[src/hdl/cli_pkg.sv]
package cli_pkg;

    // Field widths
    localparam int IN_W     = 16;
    localparam int GAIN_W   = 31;
    localparam int DIV_W    = 16;
    localparam int LIMIT_W  = 15;
    localparam int STATUS_W = 2;
    localparam int CFG_IDX_W = 2;

    // Accumulator format
    localparam int FRACTION_BITS = 16;
    localparam int WHOLE_W = 16;
    localparam int ACC_W   = 32;

    // Serial multiplier: error magnitude plus one, times Ki
    localparam int MAG_W  = 16;
    localparam int PROD_W = ACC_W + MAG_W;

    localparam int DIV_CNT_W = $clog2(GAIN_W);
    localparam int MUL_CNT_W = $clog2(MAG_W);

    // Configuration register indexes
    localparam logic [CFG_IDX_W-1:0] REG_GAIN_SCALE   = 2'd0;
    localparam logic [CFG_IDX_W-1:0] REG_KI_DIVISOR   = 2'd1;
    localparam logic [CFG_IDX_W-1:0] REG_OUTPUT_LIMIT = 2'd2;

    localparam logic [LIMIT_W-1:0] LIMIT_RESET = 15'd200;

    // Clamp status codes
    localparam logic [STATUS_W-1:0] CLAMP_NONE = 2'd0;
    localparam logic [STATUS_W-1:0] CLAMP_LOW  = 2'd1;
    localparam logic [STATUS_W-1:0] CLAMP_HIGH = 2'd2;

    localparam logic [ACC_W-1:0] INC_POS_SAT = 32'h7fff_ffff;
    localparam logic [ACC_W-1:0] INC_NEG_SAT = 32'h8000_0000;

endpackage

[src/hdl/cli_serial_div.sv]
// Restoring divider, one quotient bit per cycle.
module cli_serial_div (
    input  logic                         clk,
    input  logic                         rst_n,
    input  logic                         start,
    input  logic [cli_pkg::GAIN_W-1:0]   dividend,
    input  logic [cli_pkg::DIV_W-1:0]    divisor,
    output logic                         done,
    output logic [cli_pkg::GAIN_W-1:0]   quotient
);
    import cli_pkg::*;

    logic                  busy_reg, busy_next;
    logic                  done_reg, done_next;
    logic [DIV_CNT_W-1:0]  cnt_reg, cnt_next;
    logic [GAIN_W-1:0]     num_reg, num_next;
    logic [DIV_W-1:0]      rem_reg, rem_next;
    logic [DIV_W:0]        trial;
    logic                  ge;
    logic                  last;

    assign trial = {rem_reg, num_reg[GAIN_W-1]};
    assign ge    = trial >= {1'b0, divisor};
    assign last  = cnt_reg == DIV_CNT_W'(GAIN_W - 1);

    always_comb
    begin
        busy_next = busy_reg;
        done_next = 1'b0;
        cnt_next  = cnt_reg;
        num_next  = num_reg;
        rem_next  = rem_reg;
        if (start)
        begin
            busy_next = 1'b1;
            cnt_next  = '0;
            num_next  = dividend;
            rem_next  = '0;
        end
        else if (busy_reg)
        begin
            // quotient bits fill the low end as dividend bits leave the top
            num_next = {num_reg[GAIN_W-2:0], ge};
            rem_next = ge ? DIV_W'(trial - {1'b0, divisor}) : trial[DIV_W-1:0];
            cnt_next = cnt_reg + 1'b1;
            if (last)
            begin
                busy_next = 1'b0;
                done_next = 1'b1;
            end
        end
    end

    always_ff @(posedge clk or negedge rst_n)
    begin
        if (!rst_n)
        begin
            busy_reg <= 1'b0;
            done_reg <= 1'b0;
            cnt_reg  <= '0;
        end
        else
        begin
            busy_reg <= busy_next;
            done_reg <= done_next;
            cnt_reg  <= cnt_next;
        end
    end

    always_ff @(posedge clk)
    begin
        num_reg <= num_next;
        rem_reg <= rem_next;
    end

    assign done     = done_reg;
    assign quotient = num_reg;

endmodule

[src/hdl/cli_serial_mul.sv]
// Shift-add multiplier, one multiplier bit per cycle, LSB first.
module cli_serial_mul (
    input  logic                         clk,
    input  logic                         rst_n,
    input  logic                         start,
    input  logic [cli_pkg::GAIN_W-1:0]   multiplicand,
    input  logic [cli_pkg::MAG_W-1:0]    multiplier,
    output logic                         done,
    output logic [cli_pkg::PROD_W-1:0]   product
);
    import cli_pkg::*;

    logic                  busy_reg, busy_next;
    logic                  done_reg, done_next;
    logic [MUL_CNT_W-1:0]  cnt_reg, cnt_next;
    logic [GAIN_W-1:0]     mcand_reg, mcand_next;
    logic [ACC_W-1:0]      hi_reg, hi_next;
    logic [MAG_W-1:0]      lo_reg, lo_next;
    logic [ACC_W:0]        add_sum;
    logic                  last;

    assign add_sum = {1'b0, hi_reg} + (lo_reg[0] ? (ACC_W + 1)'(mcand_reg) : '0);
    assign last    = cnt_reg == MUL_CNT_W'(MAG_W - 1);

    always_comb
    begin
        busy_next  = busy_reg;
        done_next  = 1'b0;
        cnt_next   = cnt_reg;
        mcand_next = mcand_reg;
        hi_next    = hi_reg;
        lo_next    = lo_reg;
        if (start)
        begin
            busy_next  = 1'b1;
            cnt_next   = '0;
            mcand_next = multiplicand;
            hi_next    = '0;
            lo_next    = multiplier;
        end
        else if (busy_reg)
        begin
            hi_next  = add_sum[ACC_W:1];
            lo_next  = {add_sum[0], lo_reg[MAG_W-1:1]};
            cnt_next = cnt_reg + 1'b1;
            if (last)
            begin
                busy_next = 1'b0;
                done_next = 1'b1;
            end
        end
    end

    always_ff @(posedge clk or negedge rst_n)
    begin
        if (!rst_n)
        begin
            busy_reg <= 1'b0;
            done_reg <= 1'b0;
            cnt_reg  <= '0;
        end
        else
        begin
            busy_reg <= busy_next;
            done_reg <= done_next;
            cnt_reg  <= cnt_next;
        end
    end

    always_ff @(posedge clk)
    begin
        mcand_reg <= mcand_next;
        hi_reg    <= hi_next;
        lo_reg    <= lo_next;
    end

    assign done    = done_reg;
    assign product = {hi_reg, lo_reg};

endmodule

[src/hdl/current_loop_integrator_unit.sv]
// Channel  Direction  Handshake              Payload
// -------  ---------  ---------------------  --------------------------------------
// cfg      in         cfg_valid / cfg_ready  cfg_index, cfg_data
// in       in         in_valid / in_ready    measured_current, current_reference
// out      out        out_valid / out_ready  integral_value, clamp_status
//
// One item at a time. With a non-zero divisor the item passes through the serial
// divider producing Ki, the serial multiplier, a step that forms the increment
// and a step that adds and clamps. A zero divisor skips the arithmetic and goes
// straight to the add-and-clamp step.
// Reset (rst_n low, async) clears the integrator and loads the register defaults.
// A waiting result does not block the next item; only the add stage stalls on it.
// cfg_ready is always high.
module current_loop_integrator_unit (
    input  logic                             clk,
    input  logic                             rst_n,

    input  logic                             cfg_valid,
    output logic                             cfg_ready,
    input  logic [cli_pkg::CFG_IDX_W-1:0]    cfg_index,
    input  logic [cli_pkg::GAIN_W-1:0]       cfg_data,

    input  logic                             in_valid,
    output logic                             in_ready,
    input  logic [cli_pkg::IN_W-1:0]         measured_current,
    input  logic [cli_pkg::IN_W-1:0]         current_reference,

    output logic                             out_valid,
    input  logic                             out_ready,
    output logic [cli_pkg::LIMIT_W-1:0]      integral_value,
    output logic [cli_pkg::STATUS_W-1:0]     clamp_status
);
    import cli_pkg::*;

    // Sequencer states
    localparam logic [2:0] S_IDLE = 3'd0;
    localparam logic [2:0] S_DIV  = 3'd1;
    localparam logic [2:0] S_MUL  = 3'd2;
    localparam logic [2:0] S_FIX  = 3'd3;
    localparam logic [2:0] S_ADD  = 3'd4;

    // Configuration registers
    logic [GAIN_W-1:0]   gain_reg;
    logic [DIV_W-1:0]    divisor_reg;
    logic [LIMIT_W-1:0]  limit_reg;

    // Integrator state, 16.FRACTION_BITS
    logic [WHOLE_W-1:0]        whole_reg, whole_next;
    logic [FRACTION_BITS-1:0]  frac_reg, frac_next;

    logic [2:0]          state_reg, state_next;
    logic                hold_reg;       // zero divisor: integrator held
    logic                neg_reg;        // error sign
    logic [MAG_W-1:0]    magp1_reg;      // |error| + 1
    logic [ACC_W-1:0]    inc_reg, inc_next;

    logic                out_valid_reg, out_valid_next;
    logic [LIMIT_W-1:0]  value_reg, value_next;
    logic [STATUS_W-1:0] status_reg, status_next;

    logic                accept;
    logic                load;
    logic                div_start, div_done, mul_done;
    logic [GAIN_W-1:0]   ki;
    logic [PROD_W-1:0]   prod;

    logic [IN_W-1:0]     diff;
    logic [MAG_W-1:0]    mag;
    logic                sat;
    logic [ACC_W-1:0]    mag_ki;
    logic [ACC_W-1:0]    whole_ext, acc, sum, top, clamped;
    logic [1:0]          combo;          // 0 both non-negative, 1 both negative, 2 mixed

    assign cfg_ready = 1'b1;
    assign in_ready  = state_reg == S_IDLE;
    assign accept    = in_valid && in_ready;
    assign div_start = accept && (divisor_reg != '0);
    assign load      = (state_reg == S_ADD) && (!out_valid_reg || out_ready);

    // Error is the wrapped 16-bit difference read as signed
    assign diff = measured_current - current_reference;
    assign mag  = diff[IN_W-1] ? MAG_W'(-diff) : MAG_W'(diff);

    cli_serial_div u_div (
        .clk      (clk),
        .rst_n    (rst_n),
        .start    (div_start),
        .dividend (gain_reg),
        .divisor  (divisor_reg),
        .done     (div_done),
        .quotient (ki)
    );

    // (|err| + 1) * Ki: saturation when it exceeds 0x7fffffff, i.e. when
    // |err| >= 0x7fffffff / Ki; otherwise |err| * Ki is the product less Ki.
    cli_serial_mul u_mul (
        .clk          (clk),
        .rst_n        (rst_n),
        .start        (div_done),
        .multiplicand (ki),
        .multiplier   (magp1_reg),
        .done         (mul_done),
        .product      (prod)
    );

    assign sat    = |prod[PROD_W-1:GAIN_W];
    assign mag_ki = prod[ACC_W-1:0] - ACC_W'(ki);

    always_comb
    begin
        if (sat)
            inc_next = neg_reg ? INC_NEG_SAT : INC_POS_SAT;
        else if (neg_reg)
            inc_next = -mag_ki;
        else
            inc_next = mag_ki;
    end

    // Add to the accumulator, then clamp to 0 .. limit
    assign whole_ext = {{(ACC_W - WHOLE_W){whole_reg[WHOLE_W-1]}}, whole_reg};
    assign acc       = (whole_ext << FRACTION_BITS) | ACC_W'(frac_reg);
    assign sum       = inc_reg + acc;
    assign top       = ACC_W'(limit_reg) << FRACTION_BITS;

    always_comb
    begin
        if (!inc_reg[ACC_W-1] && !whole_ext[ACC_W-1])
            combo = 2'd0;
        else if (inc_reg[ACC_W-1] && whole_ext[ACC_W-1])
            combo = 2'd1;
        else
            combo = 2'd2;
    end

    always_comb
    begin
        clamped     = sum;
        status_next = CLAMP_NONE;
        if (combo == 2'd0 && sum[ACC_W-1])
        begin
            // positive overflow
            clamped     = top;
            status_next = CLAMP_HIGH;
        end
        else if (combo == 2'd1 && !sum[ACC_W-1])
        begin
            // negative overflow
            clamped     = '0;
            status_next = CLAMP_LOW;
        end
        else if (sum[ACC_W-1])
        begin
            clamped     = '0;
            status_next = CLAMP_LOW;
        end
        else if (sum >= top)
        begin
            clamped     = top;
            status_next = CLAMP_HIGH;
        end
        if (hold_reg)
            status_next = CLAMP_NONE;
    end

    always_comb
    begin
        whole_next = whole_reg;
        frac_next  = frac_reg;
        if (load && !hold_reg)
        begin
            whole_next = WHOLE_W'(clamped >> FRACTION_BITS);
            frac_next  = clamped[FRACTION_BITS-1:0];
        end
    end

    assign value_next = whole_next[LIMIT_W-1:0];

    always_comb
    begin
        out_valid_next = out_valid_reg;
        if (load)
            out_valid_next = 1'b1;
        else if (out_ready)
            out_valid_next = 1'b0;
    end

    // Sequencer
    always_comb
    begin
        state_next = state_reg;
        case (state_reg)
            S_IDLE:
            begin
                if (accept)
                    state_next = (divisor_reg != '0) ? S_DIV : S_ADD;
            end
            S_DIV:
            begin
                if (div_done)
                    state_next = S_MUL;
            end
            S_MUL:
            begin
                if (mul_done)
                    state_next = S_FIX;
            end
            S_FIX:
            begin
                state_next = S_ADD;
            end
            S_ADD:
            begin
                if (load)
                    state_next = S_IDLE;
            end
            default:
            begin
                state_next = S_IDLE;
            end
        endcase
    end

    always_ff @(posedge clk or negedge rst_n)
    begin
        if (!rst_n)
        begin
            state_reg     <= S_IDLE;
            out_valid_reg <= 1'b0;
            whole_reg     <= '0;
            frac_reg      <= '0;
            gain_reg      <= '0;
            divisor_reg   <= '0;
            limit_reg     <= LIMIT_RESET;
        end
        else
        begin
            state_reg     <= state_next;
            out_valid_reg <= out_valid_next;
            whole_reg     <= whole_next;
            frac_reg      <= frac_next;
            if (cfg_valid && cfg_ready)
            begin
                case (cfg_index)
                    REG_GAIN_SCALE:   gain_reg    <= cfg_data;
                    REG_KI_DIVISOR:   divisor_reg <= cfg_data[DIV_W-1:0];
                    REG_OUTPUT_LIMIT: limit_reg   <= cfg_data[LIMIT_W-1:0];
                    default:          ;
                endcase
            end
        end
    end

    // Per-item payload
    always_ff @(posedge clk)
    begin
        if (accept)
        begin
            hold_reg  <= divisor_reg == '0;
            neg_reg   <= diff[IN_W-1];
            magp1_reg <= mag + 1'b1;
        end
        if (state_reg == S_FIX)
            inc_reg <= inc_next;
        if (load)
        begin
            value_reg  <= value_next;
            status_reg <= status_next;
        end
    end

    assign out_valid      = out_valid_reg;
    assign integral_value = value_reg;
    assign clamp_status   = status_reg;

    // Checks

    // Clamping keeps the integer part non-negative
    a_whole_nonneg: assert property (@(posedge clk) disable iff (!rst_n)
        !whole_reg[WHOLE_W-1])
        else $error("integrator integer part went negative");

    // A result clamped high carries the limit itself
    a_high_is_limit: assert property (@(posedge clk) disable iff (!rst_n)
        load && status_next == CLAMP_HIGH |=> integral_value == $past(limit_reg))
        else $error("high clamp does not report the limit");

    // Zero divisor skips the arithmetic and holds the integrator
    a_zero_div_hold: assert property (@(posedge clk) disable iff (!rst_n)
        accept && divisor_reg == '0 |=> state_reg == S_ADD && hold_reg)
        else $error("zero divisor did not take the hold path");

    // Divider completes only while the sequencer waits for it
    a_div_done_state: assert property (@(posedge clk) disable iff (!rst_n)
        div_done |-> state_reg == S_DIV)
        else $error("divider finished outside divide state");

endmodule

[config.mk]
export PLATFORM = sky130hd
export DESIGN_NAME = current_loop_integrator_unit
export DESIGN_NICKNAME = d
export VERILOG_FILES = /design/src/hdl/cli_pkg.sv /design/src/hdl/cli_serial_div.sv /design/src/hdl/cli_serial_mul.sv /design/src/hdl/current_loop_integrator_unit.sv
export SDC_FILE = /design/constraint.sdc
export NUM_CORES = 1
export LEC_CHECK = 0
export ABC_AREA = 1
export BUFFER_PORTS_ARGS = -buffer_cell sky130_fd_sc_hd__buf_2
export CORE_ASPECT_RATIO = 1.5
export CORE_MARGIN = 1
export CORE_UTILIZATION = 35
export CTS_CLUSTER_DIAMETER = 120
export DETAILED_ROUTE_END_ITERATION = 8
export GPL_TIMING_DRIVEN = 1
export SETUP_SLACK_MARGIN = 0.2
export SLEW_MARGIN = 10
export SYNTH_ARGS = -nofsm -noshare
export SYNTH_HDL_FRONTEND = slang
export SYNTH_SLANG_ARGS = --single-unit
[constraint.sdc]
create_clock -name clk -period 4.2 [get_ports clk]
set_input_delay 0.21 -clock clk [delete_from_list [all_inputs] [get_ports clk]]
set_output_delay 0.21 -clock clk [all_outputs]
set_load 0.01 [all_outputs]
==> run_results.csv <==
group,metric,value,unit
detailed_routing,routedWlPerCell,16.0,microns
yosys,yosysWarnings,0,
clock_network,cts_tree,"yes",
placement,portBuffers,88,
die,fp.dieW,202,microns
yosys,ys_ff_latch,303,
sta,finalSetupViolCount,0,
pwr,p_sw_share,48.2,%
pwr,p_leak,11.6,nW
sta,slew_viol_final,0,
finish,final_util,41.1,%
clock_network,clk_latency,0.61,ns
detailed_routing,drc,0,
global_route,grt_usage,19.6,%
detailed_routing,routed_wl,60400,microns
detailed_routing,drtAntennaViolNets,0,
critical_path,cp-start-kind,"flip-flop",
pwr,internal_power,9.74,mW
sta,rsz0062_at_grt,"true",
finish,drive_gt1_share,11.3,%
critical_path,path_max_fanout,5,
critical_path,cp.arrival,4.36,ns
finish,mostFrequentLayoutCell,"nand2_1",
placement,dp.final_hpwl,47400,microns
sta,worst_slew_pin_slew,1.04,ns
clock_network,clkTransAtPathRegs,0.08,ns
finish,n_fill_cell,6130,
finish,antenna_cells,0,
pwr,p_total,18.8,mW
yosys,synthArstFlopShare,36.3,%
critical_path,path_class,"reg2reg",
placement,place.gp.congestion,0.951,
yosys,synth_nets,3044,
yosys,syn_area,21000,sq um
sta,hold_viol,0,
hold_path,worstHoldPathCells,3,
die,io_pins,90,
hold_path,hp-class,"in2reg",
pwr,cellPowerDensity,772,nW/um^2
clock_network,cts_sinks,303,
critical_path,worst_ep_required_time,4.55,ns
detailed_routing,num_vias,18700,
clock_network,cts_buffer_depth,3,
flow_run,cap_violations,0,
yosys,postSynthAreaPerCell,7.45,sq um
finish,regArea,8070,sq um
sta,finalCriticalPeriod,4.01,ns
sta,finalClockSkew,0.0359,ns
global_route,grt_max_degree,61,
global_route,grt_pass1_vias,18600,
die,core,59200,sq um
sta,slew_headroom,30.6,%
finish,area_delta_synth_final,15.8,%
finish,nets,3187,
global_route,grt-ovfl-total,0,
clock_network,h-tree-depth,1,
global_route,grt_pass1_wl,95300,microns
sta,fmax,249,MHz
yosys,synth-edff-count,145,
finish,final_cell_mix,"757 x nand2_1, 395 x inv_1, 227 x nor2_1, 184 x o21ai_0, 157 x a21oi_1",
die,die_area,61100,sq um
pwr,netSwitchingPower,9.06,mW
pwr,pwr-share-comb,58.7,%
global_route,grt_antenna_before_repair,0,
yosys,synth_ff_type,"edfxtp_1",
run_status,status,"complete, no violations",
yosys,syn_inst,2823,
detailed_routing,avgViaCountPerCell,4.96,
yosys,ys_seq_area_share,38.4,%
pwr,clockPowerShare,15.1,%
clock_network,cts_made_buffers,31,
pwr,ir_drop,0.000380,V
detailed_routing,dr.pass1.iters,8,
die,rows,109,
die,die_h,302,microns
critical_path,r2r_cells,21,
yosys,yosys.cell_types.count,61,
finish,multi_input_area,11500,sq um
die,initial_utilization,35.5,%
critical_path,cp-end-kind,"flip-flop",
pwr,seq_power_share,26.2,%
detailed_routing,drtIter0Drc,989,
sta,post-route-period-util,95.5,%
clock_network,cts_root_buf,"clkbuf_16",
kinds of logic (layout without fill, tap and decap cells):
group                    after synthesis  in the layout  share of synthesized area, %
AO/OA/AOI/OAI                        470            470                          12.1
XOR/XNOR                             103            103                          4.32
adder cells (fa/ha/maj)              151            151                          9.16
buffers and inverters                461            629                          8.39
flip-flops                           303            303                          38.4
multiplexers                          15             15                         0.803
other                                  1              1                        0.0178
AND/OR/NAND/NOR                     1319           1319                          26.8
critical path, stage by stage (launching register included):
cell	delay [ns]
edfxtp_1	0.38
ha_1	0.37
a21o_1	0.19
o21bai_1	0.19
a21oi_1	0.29
nor2_1	0.08
nor3_1	0.19
nand2_2	0.10
xor2_2	0.22
inv_1	0.07
ha_1	0.27
nand2_1	0.06
nor2_2	0.12
nand4_1	0.15
nor4_2	0.29
nand4_2	0.15
buf_6	0.18
nand2_4	0.09
buf_6	0.12
nand2_1	0.09
nand3_2	0.08
a21oi_2	0.06
power groups by stage:
stage | sequential (mW) | clock [mW] | combinational, mW
3_5_place_dp | 4.97 | 0 | 10.3
4_1_cts | 4.93 | 2.90 | 10.4
3_3_place_gp | 4.97 | 0 | 10.2
6_report | 4.93 | 2.83 | 11.0
2_1_floorplan | 4.65 | 0 | 7.72
5_1_grt | 5.01 | 3.00 | 12.5
final timing paths:
path,slack (ns),to,from
max,0.19,integral_value[4]$_DFFE_PP_,inc_reg[15]$_DFFE_PN_
min in group asynchronous,0.17,gain_reg[27]$_DFFE_PN0P_,rst_n
min,0.02,gain_reg[1]$_DFFE_PN0P_,cfg_data[1]
max in group asynchronous,3.09,limit_reg[6]$_DFFE_PN1P_,rst_n
min reg2reg,0.45,u_mul.mcand_reg[16]$_DFFE_PP_,u_div.quotient[16]$_DFFE_PP_
max reg2reg,0.19,integral_value[4]$_DFFE_PP_,inc_reg[15]$_DFFE_PN_
what timing repair did:
action,CTS,global route
endpoints found under the setup margin,11,47
hold buffers,32,0
endpoints found under the hold margin,99,0
cloned,0,4
buffers inserted,0,14
gates resized for setup,1,101
pin swaps,0,33
cell usage after synthesis (4+ instances only):
cell / count / area [sq um]
nand2_2: 13 / 81.3
dfxtp_1: 48 / 961
o21a_1: 8 / 60.1
and2_1: 6 / 37.5
nor2_2: 6 / 37.5
nand3_2: 5 / 50.1
nand4_1: 38 / 238
xor2_1: 51 / 447
nand3b_1: 27 / 203
mux2_2: 15 / 169
fa_1: 5 / 100
edfxtp_1: 145 / 4350
o21ai_2: 4 / 35.0
o21ai_0: 204 / 1020
nor2_1: 231 / 867
o21ai_1: 8 / 40.0
clkbuf_1: 46 / 173
or2_2: 4 / 25.0
a221oi_1: 4 / 35.0
o21bai_1: 8 / 60.1
a21o_1: 7 / 52.6
nand2_4: 4 / 45.0
o211ai_1: 16 / 120
inv_1: 396 / 1490
buf_2: 4 / 20.0
nand2_1: 767 / 2880
dfrtp_1: 107 / 2680
nor4_1: 9 / 56.3
nand3_1: 174 / 871
ha_1: 146 / 1830
a31oi_1: 11 / 68.8
a21oi_1: 180 / 901
nor3_1: 25 / 125
xnor2_1: 51 / 447
buf_1: 6 / 22.5
layer usage:
layer  up-vias  wire length [microns]  part of all wire [%]  GRT usage [%]
met5         -                      0                     0              0
met2       315                  32000                    53           37.9
li1       9572                      -                     -              -
met4         0                   3570                   5.9           10.7
met3       152                   1580                   2.6           1.58
met1      8652                  23300                    39           20.8
through the flow:
step | std cells | cell area (sq um) | hold WS [ns] | TNS, ns | setup slack (ns)
floorplan | 2823 | 21000 | -0.0856 | 0 | 0.498
global placement | 3660 | 22500 | 0.264 | 0 | 0.238
detailed placement | 3660 | 22500 | 0.267 | 0 | 0.137
CTS | 3750 | 23800 | 0.00928 | 0 | 0.201
global route | 3768 | 24300 | 0.0165 | -0.265 | -0.0297
finish | 3768 | 24300 | 0.0242 | 0 | 0.190
final cells by class:
class | instances | share of cell area (%)
Inverter | 400 | 6.17
Clock inverter | 20 | 0.776
Timing Repair Buffer | 171 | 5.16
Sequential cell | 303 | 33.2
Clock buffer | 38 | 3.43
Multi-Input combinational cell | 2059 | 47.3
Tap cell | 777 | 3.99
Power figures use the tool's default switching activity.
